==> config.mk <==
export PLATFORM = sky130hd
export DESIGN_NAME = tse_div
export DESIGN_NICKNAME = d
export VERILOG_FILES = /design/src/tri_element_stiffness_macros.svh /design/src/tse_pkg.sv /design/src/tse_div.sv
export SDC_FILE = /design/constraint.sdc
export NUM_CORES = 1
export LEC_CHECK = 0
export BUFFER_PORTS_ARGS = -buffer_cell sky130_fd_sc_hd__buf_2
export CAP_MARGIN = 25
export CORE_ASPECT_RATIO = 1.1
export CORE_MARGIN = 2
export CORE_UTILIZATION = 52
export CTS_CLUSTER_DIAMETER = 60
export DETAILED_ROUTE_END_ITERATION = 16
export PLACE_DENSITY = 0.82
export SYNTH_ARGS = -nofsm -noshare
export SYNTH_HDL_FRONTEND = slang
export SYNTH_SLANG_ARGS = --single-unit
==> constraint.sdc <==
create_clock -name i_clk -period 4.65 [get_ports i_clk]
set_input_delay 0 -clock i_clk [delete_from_list [all_inputs] [get_ports i_clk]]
set_output_delay 0 -clock i_clk [all_outputs]
set_load 0.01 [all_outputs]
==> src/tri_element_stiffness_macros.svh <==
// ----------------------------------------------------------------------------
// Triangle element stiffness: assertion macros
// Shared concurrent assertion forms used at the end of the top level.
// ----------------------------------------------------------------------------
`ifndef TRI_ELEMENT_STIFFNESS_MACROS_SVH
`define TRI_ELEMENT_STIFFNESS_MACROS_SVH

// Same-cycle implication, disabled while reset is held.
`define TSE_ASSERT_SAME(lbl, clk, rst_n, ante, cons, msg) \
    lbl: assert property (@(posedge clk) disable iff (!rst_n) (ante) |-> (cons)) \
        else $error(msg);

// Next-cycle implication, disabled while reset is held.
`define TSE_ASSERT_NEXT(lbl, clk, rst_n, ante, cons, msg) \
    lbl: assert property (@(posedge clk) disable iff (!rst_n) (ante) |=> (cons)) \
        else $error(msg);

`endif

==> src/tse_pkg.sv <==
// ----------------------------------------------------------------------------
// Triangle element stiffness package
// Types, widths, register codes and helpers shared by the block.
// ----------------------------------------------------------------------------
`timescale 1ns / 1ps
`default_nettype none

package tse_pkg;

    // Default parameter values.
    localparam int NODE_COUNT_DEF = 1024;
    localparam int FRAC_BITS_DEF  = 16;

    // Field widths.
    localparam int VTX_W     = 10;
    localparam int COORD_W   = 32;
    localparam int DIFF_W    = 33;
    localparam int MAG_W     = 34;
    localparam int PROD_W    = 2 * MAG_W;
    localparam int DMAG_W    = 67;
    localparam int DMAG_LO_W = 34;
    localparam int DIV_NW    = 100;
    localparam int DIV_DW    = 68;
    localparam int ACC_W     = 102;
    localparam int MIN_DET_W = 63;

    // Division by three through a reciprocal: floor(x / 3) equals
    // (x * RECIP3) >> RECIP_SH for any x below 2^35.
    localparam int               RECIP_SH = 35;
    localparam logic [MAG_W-1:0] RECIP3   = 34'h2_AAAA_AAAB;

    // Configuration port.
    localparam int CFG_DW = 64;
    localparam int CFG_AW = 4;
    localparam logic REG_MIN_DET = 1'b0;

    // Sequencer states.
    typedef enum logic [4:0] {
        S_IDLE,
        S_RD_A,
        S_RD_B,
        S_RD_C,
        S_CAP_C,
        S_DET1,
        S_DET2,
        S_DET3,
        S_CHK,
        S_M1,
        S_M2,
        S_M3,
        S_MD1,
        S_MD2,
        S_E1,
        S_E2,
        S_E3,
        S_E4,
        S_E5,
        S_OUT
    } t_state;

    // Input item.
    typedef struct packed {
        logic                      mode;
        logic [VTX_W-1:0]          vertex_a;
        logic [VTX_W-1:0]          vertex_b;
        logic [VTX_W-1:0]          vertex_c;
        logic signed [COORD_W-1:0] coord_x;
        logic signed [COORD_W-1:0] coord_y;
        logic signed [COORD_W-1:0] slope;
        logic                      nonlinear;
    } t_in_item;

    // Result item.
    typedef struct packed {
        logic [1:0]                row;
        logic [1:0]                col;
        logic signed [COORD_W-1:0] entry;
        logic                      last;
        logic                      degenerate;
    } t_out_item;

    // Magnitude of a signed coordinate difference.
    function automatic logic [MAG_W-1:0] mag_diff(input logic signed [DIFF_W-1:0] v);
        logic signed [MAG_W-1:0] e;
        e = MAG_W'(v);
        return v[DIFF_W-1] ? MAG_W'(-e) : MAG_W'(e);
    endfunction

endpackage

`default_nettype wire

==> src/tse_div.sv <==
// ----------------------------------------------------------------------------
// Serial divider
// Restoring unsigned division, one quotient bit per cycle.
// ----------------------------------------------------------------------------
`timescale 1ns / 1ps
`default_nettype none

module tse_div
    import tse_pkg::*;
#(
    parameter int NW = DIV_NW,
    parameter int DW = DIV_DW
) (
    input  wire logic          i_clk,
    input  wire logic          i_rst_n,
    input  wire logic          i_start,
    input  wire logic [NW-1:0] i_num,
    input  wire logic [DW-1:0] i_den,
    output logic               o_done,
    output logic [NW-1:0]      o_quo
);

    localparam int CW = $clog2(NW + 1);

    logic [CW-1:0] r_cnt;
    logic          r_done;
    logic [NW-1:0] r_num;
    logic [NW-1:0] r_quo;
    logic [DW-1:0] r_rem;
    logic [DW-1:0] r_den;
    logic [DW:0]   w_trial;
    logic [DW:0]   w_diff;
    logic          w_ge;

    // Trial subtraction of the divisor from the shifted remainder.
    always_comb begin
        w_trial = {r_rem, r_num[NW-1]};
        w_diff  = w_trial - {1'b0, r_den};
        w_ge    = (w_trial >= {1'b0, r_den});
    end

    // Step counter and completion pulse.
    always_ff @(posedge i_clk) begin
        if (!i_rst_n) begin
            r_cnt  <= '0;
            r_done <= 1'b0;
        end else begin
            r_done <= 1'b0;
            if (i_start) begin
                r_cnt <= CW'(NW);
            end else if (r_cnt != '0) begin
                r_cnt <= r_cnt - 1'b1;
                if (r_cnt == CW'(1)) begin
                    r_done <= 1'b1;
                end
            end
        end
    end

    // Dividend shift, remainder and quotient.
    always_ff @(posedge i_clk) begin
        if (i_start) begin
            r_num <= i_num;
            r_den <= i_den;
            r_rem <= '0;
            r_quo <= '0;
        end else if (r_cnt != '0) begin
            r_num <= {r_num[NW-2:0], 1'b0};
            r_rem <= w_ge ? w_diff[DW-1:0] : w_trial[DW-1:0];
            r_quo <= {r_quo[NW-2:0], w_ge};
        end
    end

    assign o_done = r_done;
    assign o_quo  = r_quo;

endmodule

`default_nettype wire

* Yosys cells after proc, flatten, opt, wreduce, memory -nomap -nowiden
Index checks and enable logic that the tools add are counted.
Storage, ports and cells: register bits 344, bits of input ports 171, output and inout port bits 101, logic and storage cells 23
Cells by class: $add $sub $neg 2, order comparisons 1, eq/ne operators 1, multiplexer cells 6, bitwise gates (word level) 2, reductions and logical operators 4
Operators with widths (count):
- $mux W100 | 2
- $ge A69 B68 Y1 | 1
- $mux W68 | 1
- $sub A68 B68 Y68 | 1
- $mux W7 | 2
- $eq A7 B1 Y1 const B | 1
- $reduce_bool A7 Y1 | 1
- $sub A7 B1 Y7 const B | 1
- $reduce_or A3 Y1 | 1
- $not A1 Y1 | 2
- $reduce_bool A2 Y1 | 1
- $reduce_or A2 Y1 | 1
- $mux W1 | 1

* Longest topological paths before layout
depth after elaboration 3, gate-level depth with buffers 16

* Worst setup path before layout
OpenSTA, ideal clock, no wires.
path type register to register, from reg r_cnt[4], to reg r_num[0] (enable), setup time 924 ps, arrival 3695 ps, slack 31 ps, stages on the path, launching flop included 9, buffers on the path 3, cells stage by stage dfxtp_1 -> or3_1 -> or2_2 -> nor2_1 -> and2_1 -> clkbuf_1 -> clkbuf_1 -> clkbuf_1 -> nand2_1
Between the ends: longest elaborated chain between the ends 2
RTL lines:
- start: declaration | RTL line tse_div.sv:25 | logic [CW-1:0] r_cnt;
- start signal: assignment | RTL line tse_div.sv:50 | r_cnt <= CW'(NW);
- start signal: assignment | RTL line tse_div.sv:52 | r_cnt <= r_cnt - 1'b1;
- $reduce_bool A7 Y1 | RTL line tse_div.sv:67 | end else if (r_cnt != '0) begin
- $reduce_bool A2 Y1 (no line)
- end signal: assignment | RTL line tse_div.sv:63 | r_num <= i_num;
- end signal: assignment | RTL line tse_div.sv:68 | r_num <= {r_num[NW-2:0], 1'b0};
- end: declaration | RTL line tse_div.sv:27 | logic [NW-1:0] r_num;
No other way between the ends. A chain may end at the register's enable or synchronous reset.

* Worst setup path after layout
from reg r_den[58], to reg r_rem[65]
Between the ends: longest elaborated chain between the ends 2, elaborated cells on any way between the ends 3, classes of those cells 1 x add/sub; 1 x order compare; 1 x mux
RTL lines:
- start: declaration | RTL line tse_div.sv:30 | logic [DW-1:0] r_den;
- start signal: assignment | RTL line tse_div.sv:64 | r_den <= i_den;
- $sub A68 B68 Y68 or $ge A69 B68 Y1 (tied branches) | RTL line tse_div.sv:38, tse_div.sv:39
- $mux W68 (*) | RTL line tse_div.sv:69 | r_rem <= w_ge ? w_diff[DW-1:0] : w_trial[DW-1:0];
- end signal: assignment | RTL line tse_div.sv:69
- end: declaration | RTL line tse_div.sv:29 | logic [DW-1:0] r_rem;
Every way passes the cells marked *; elsewhere a longest branch is shown, timed or not.

==> out/metrics.yaml <==
placement:
  place.gp.congestion: 0.928
  dpl.cell_count: 2412
  io_buffer_count: 271
  hpwl_mm: 30.4
sta:
  max_freq_ghz: 0.260
  holdWs_ps: 157
  finalHoldViolCount: 0
  slew_viol_final: 0
  setup_viol: 0
  rsz0062_at_grt: "false"
  fin_crit_ps: 3850
  tns_ps: 0
  relSlewSlack_pct: 31.7
  post-route-period-util_pct: 82.8
  fin_skew_ps: 24.2
  tightest_slew_ps: 1020
floorplan:
  die_y_microns: 195
  rows: 70
  die_area_sq_um: 34800
  core_sq_um: 33000
  die_width_microns: 178
  initial_core_util_pct: 52.5
  io-pin-count: 272
clocking:
  cts_buffer_depth: 3
  clock_latency_ps: 580
  post_cts_buffers: 0
  cts.htree.levels: 2
  tritoncts: "done"
  ctsResizeCount: 0
  cts_buffers: 39
  cts_sinks: 344
  path_clk_slew_ps: 60
  cts-root-buf: "clkbuf_16"
synthesis:
  yosysWarningCount: 0
  ys_seq_area_share_pct: 49.4
  synth.ff_latch_count: 344
  synth_top_area_cell: "edfxtp_1"
  yosys_most_used_dff: "dfxtp_1"
  syn_area_per_cell_sq_um: 9.59
  synth_async_sr_flop_share_pct: 0
  synth_top_area_share_pct: 29.1
  synth_cell_types: 65
  synth-edff-count: 168
  synth_area_sq_um: 17300
  netlist_top_cells_area: "edfxtp_1 (29%), dfxtp_1 (20%), nand2_1 (8.0%), mux2_2 (6.4%), a21oi_1 (5.4%)"
  netlist_instances: 1808
  synth_nets: 2051
drt:
  via_per_inst: 5.79
  drc: 0
  drtAntennaViolNets: 0
  drtPass1Iterations: 6
  routedWlPerCell_microns: 19.4
  wl_mm: 51.6
  drt-initial-drc-count: 1219
  vias: 15362
worst_setup_path:
  worstReg2RegStart: "r_den[58]$_DFFE_PP_"
  cp-startpoint: "r_den[58]$_DFFE_PP_"
  crit_type: "reg2reg"
  cp.arrival_ps: 4290
  crit_path_max_fanout: 45
  rr_worst_depth: 14
  critPathCaptureType: "flip-flop"
  setup.worst_path.start_class: "flip-flop"
  cp.required_ps: 5090
run_status:
  outcome: "complete, no violations"
power_and_ir_drop:
  p_sw_share_pct: 38.1
  p_int_w: 0.00729
  p_leak_nw: 9.32
  clkPwrFrac_pct: 26.2
  seq_power_share_pct: 34.7
  power_frac_comb_pct: 39.1
  p_switching_w: 0.00448
  power.density_nw_per_um2: 538
  ir_drop_uv: 342
global_route:
  grt_usage_pct: 28.9
  grt_pass1_wl_mm: 79.9
  grt_max_degree: 101
  antenna_found_initial: 1
  grt-ovfl-total: 0
  grt_pass1_vias: 15404
cells_and_area:
  multi_input_comb_area_sq_um: 7980
  layout.cells.non_filler: 2655
  regArea_sq_um: 8570
  area.growth.synth_to_final_pct: 26.2
  layout-drive-gt1-share_pct: 21.1
  fin_nets: 2434
  n_fill_cell: 2402
hold_path:
  whs_path_depth: 2
  hold_path.class: "in2reg"
  hp-start: "i_den[12]"
flow_run:
  cap_violations: 0
==> metal layers <==
metal / share of wire, % / GRT usage (%) / vias up / wire, microns
li1: - / - / 7172 / -
met1: 38 / 33.7 / 7295 / 19600
met2: 50 / 51.4 / 747 / 25700
met3: 8.4 / 6.87 / 148 / 4350
met4: 3.7 / 10.5 / 0 / 1920
met5: 0 / 0 / - / 0
==> final cells by class <==
| cell class | instances | share of cell area (%) |
|---|---|---|
| clock buffer | 56 | 5.12 |
| tap | 432 | 2.47 |
| antenna | 1 | 0.0114 |
| multi-input combinational | 1265 | 36.5 |
| clock inverter | 16 | 0.686 |
| sequential | 344 | 39.2 |
| inverter | 89 | 1.53 |
| timing repair buffer | 452 | 14.5 |
==> path summary, 6_finish.rpt <==
check | end | slack (ps)
hold / removal | r_den[12]$_DFFE_PP_ | 160
hold reg to reg | o_quo[94]$_SDFFE_PP0N_ | 460
setup / recovery | r_rem[65]$_SDFFE_PP0N_ | 800
setup reg to reg | r_rem[65]$_SDFFE_PP0N_ | 800
==> critical path: stages, from the launching register on <==
cell and delay, ps:
edfxtp_1 320, inv_1 40, ha_1 370, a21o_1 230, a21o_1 170, a21oi_1 140
o21ai_0 170, a221oi_1 400, nor2_1 90, nor2_1 330, inv_1 170, nor2_4 480
buf_12 290, nor3_1 140, a211o_1 320
==> cell usage in the layout, fill, tap and decap left out, types with 19 or more instances in the layout <==
master,n
mux2_2,99
dfxtp_1,176
o21ai_0,36
ha_1,71
nor2_1,107
a21o_1,49
clkbuf_16,40
nand2_1,368
inv_1,89
xnor2_1,36
nand4_1,24
a211oi_1,19
xor2_1,27
nand3_1,26
edfxtp_1,168
a311oi_1,50
dlygate4sd3_1,170
buf_2,270
a21oi_1,186
==> power groups by stage <==
stage / registers (W) / clock network (W) / logic, W
2_1_floorplan: 0.00400 / 0 / 0.00349
3_3_place_gp: 0.00406 / 0 / 0.00424
3_5_place_dp: 0.00409 / 0 / 0.00435
4_1_cts: 0.00404 / 0.00309 / 0.00449
5_1_grt: 0.00412 / 0.00323 / 0.00504
6_report: 0.00408 / 0.00308 / 0.00461
==> per-stage QoR <==
stage / total power [W] / utilization, % / cell area [sq um] / setup WS, ps
after floorplan: 0.00749 / - / 17300 / 30.7
after global placement: 0.00830 / 57.2 / 18900 / 887
after detailed placement: 0.00844 / 57.3 / 18900 / 880
after CTS: 0.0116 / 66.3 / 21900 / 858
after global routing: 0.0124 / 66.3 / 21900 / 581
final: 0.0118 / 66.3 / 21900 / 800
==> synthesized netlist by cell type, types with 3 or more instances <==
| master | count |
|---|---|
| a211oi_2 | 3 |
| mux2i_1 | 3 |
| clkbuf_1 | 94 |
| and2_1 | 7 |
| and3_1 | 3 |
| nand2b_1 | 7 |
| o31ai_1 | 4 |
| nand2_1 | 370 |
| o21ai_1 | 5 |
| o21ai_0 | 36 |
| a221oi_1 | 6 |
| a2111oi_2 | 3 |
| o211ai_1 | 7 |
| buf_2 | 9 |
| nor4_1 | 10 |
| edfxtp_1 | 168 |
| mux2_2 | 99 |
| nor3_1 | 13 |
| xnor2_1 | 36 |
| or2_2 | 5 |
| ha_1 | 71 |
| or3_1 | 5 |
| a31oi_1 | 9 |
| buf_6 | 6 |
| o21bai_1 | 18 |
| nor2_1 | 108 |
| a211o_1 | 5 |
| a21oi_1 | 186 |
| nor2b_1 | 7 |
| a21o_1 | 49 |
| xor2_1 | 27 |
| a211oi_1 | 19 |
| a21boi_0 | 6 |
| nand3_1 | 26 |
| dfxtp_1 | 176 |
| nand4_1 | 24 |
| a311oi_1 | 50 |
| o21a_1 | 6 |
| inv_1 | 89 |
==> sequential cells by signal, summed over array words and instances (netlist names) <==
| name | cells |
|---|---|
| o_quo | 100 |
| r_num | 100 |
| r_den | 68 |
| r_rem | 68 |
| r_cnt | 7 |
| o_done | 1 |
==> what timing repair did <==
action | 4_1_cts | 5_1_grt
hold buffers | 170 | 0
endpoints found under the setup margin | 0 | 0
hold endpoints to repair | 221 | 0
==> cells by family after synthesis <==
| logic type | after synthesis | synth area share (%) |
|---|---|---|
| compound gates | 437 | 16.6 |
| xor+xnor | 63 | 3.18 |
| fa+ha+maj | 72 | 5.24 |
| buf+inv | 199 | 4.66 |
| flops | 344 | 49.4 |
| mux | 102 | 6.61 |
| simple gates | 591 | 14.2 |
No activity file was read; power rests on OpenSTA's default activity.
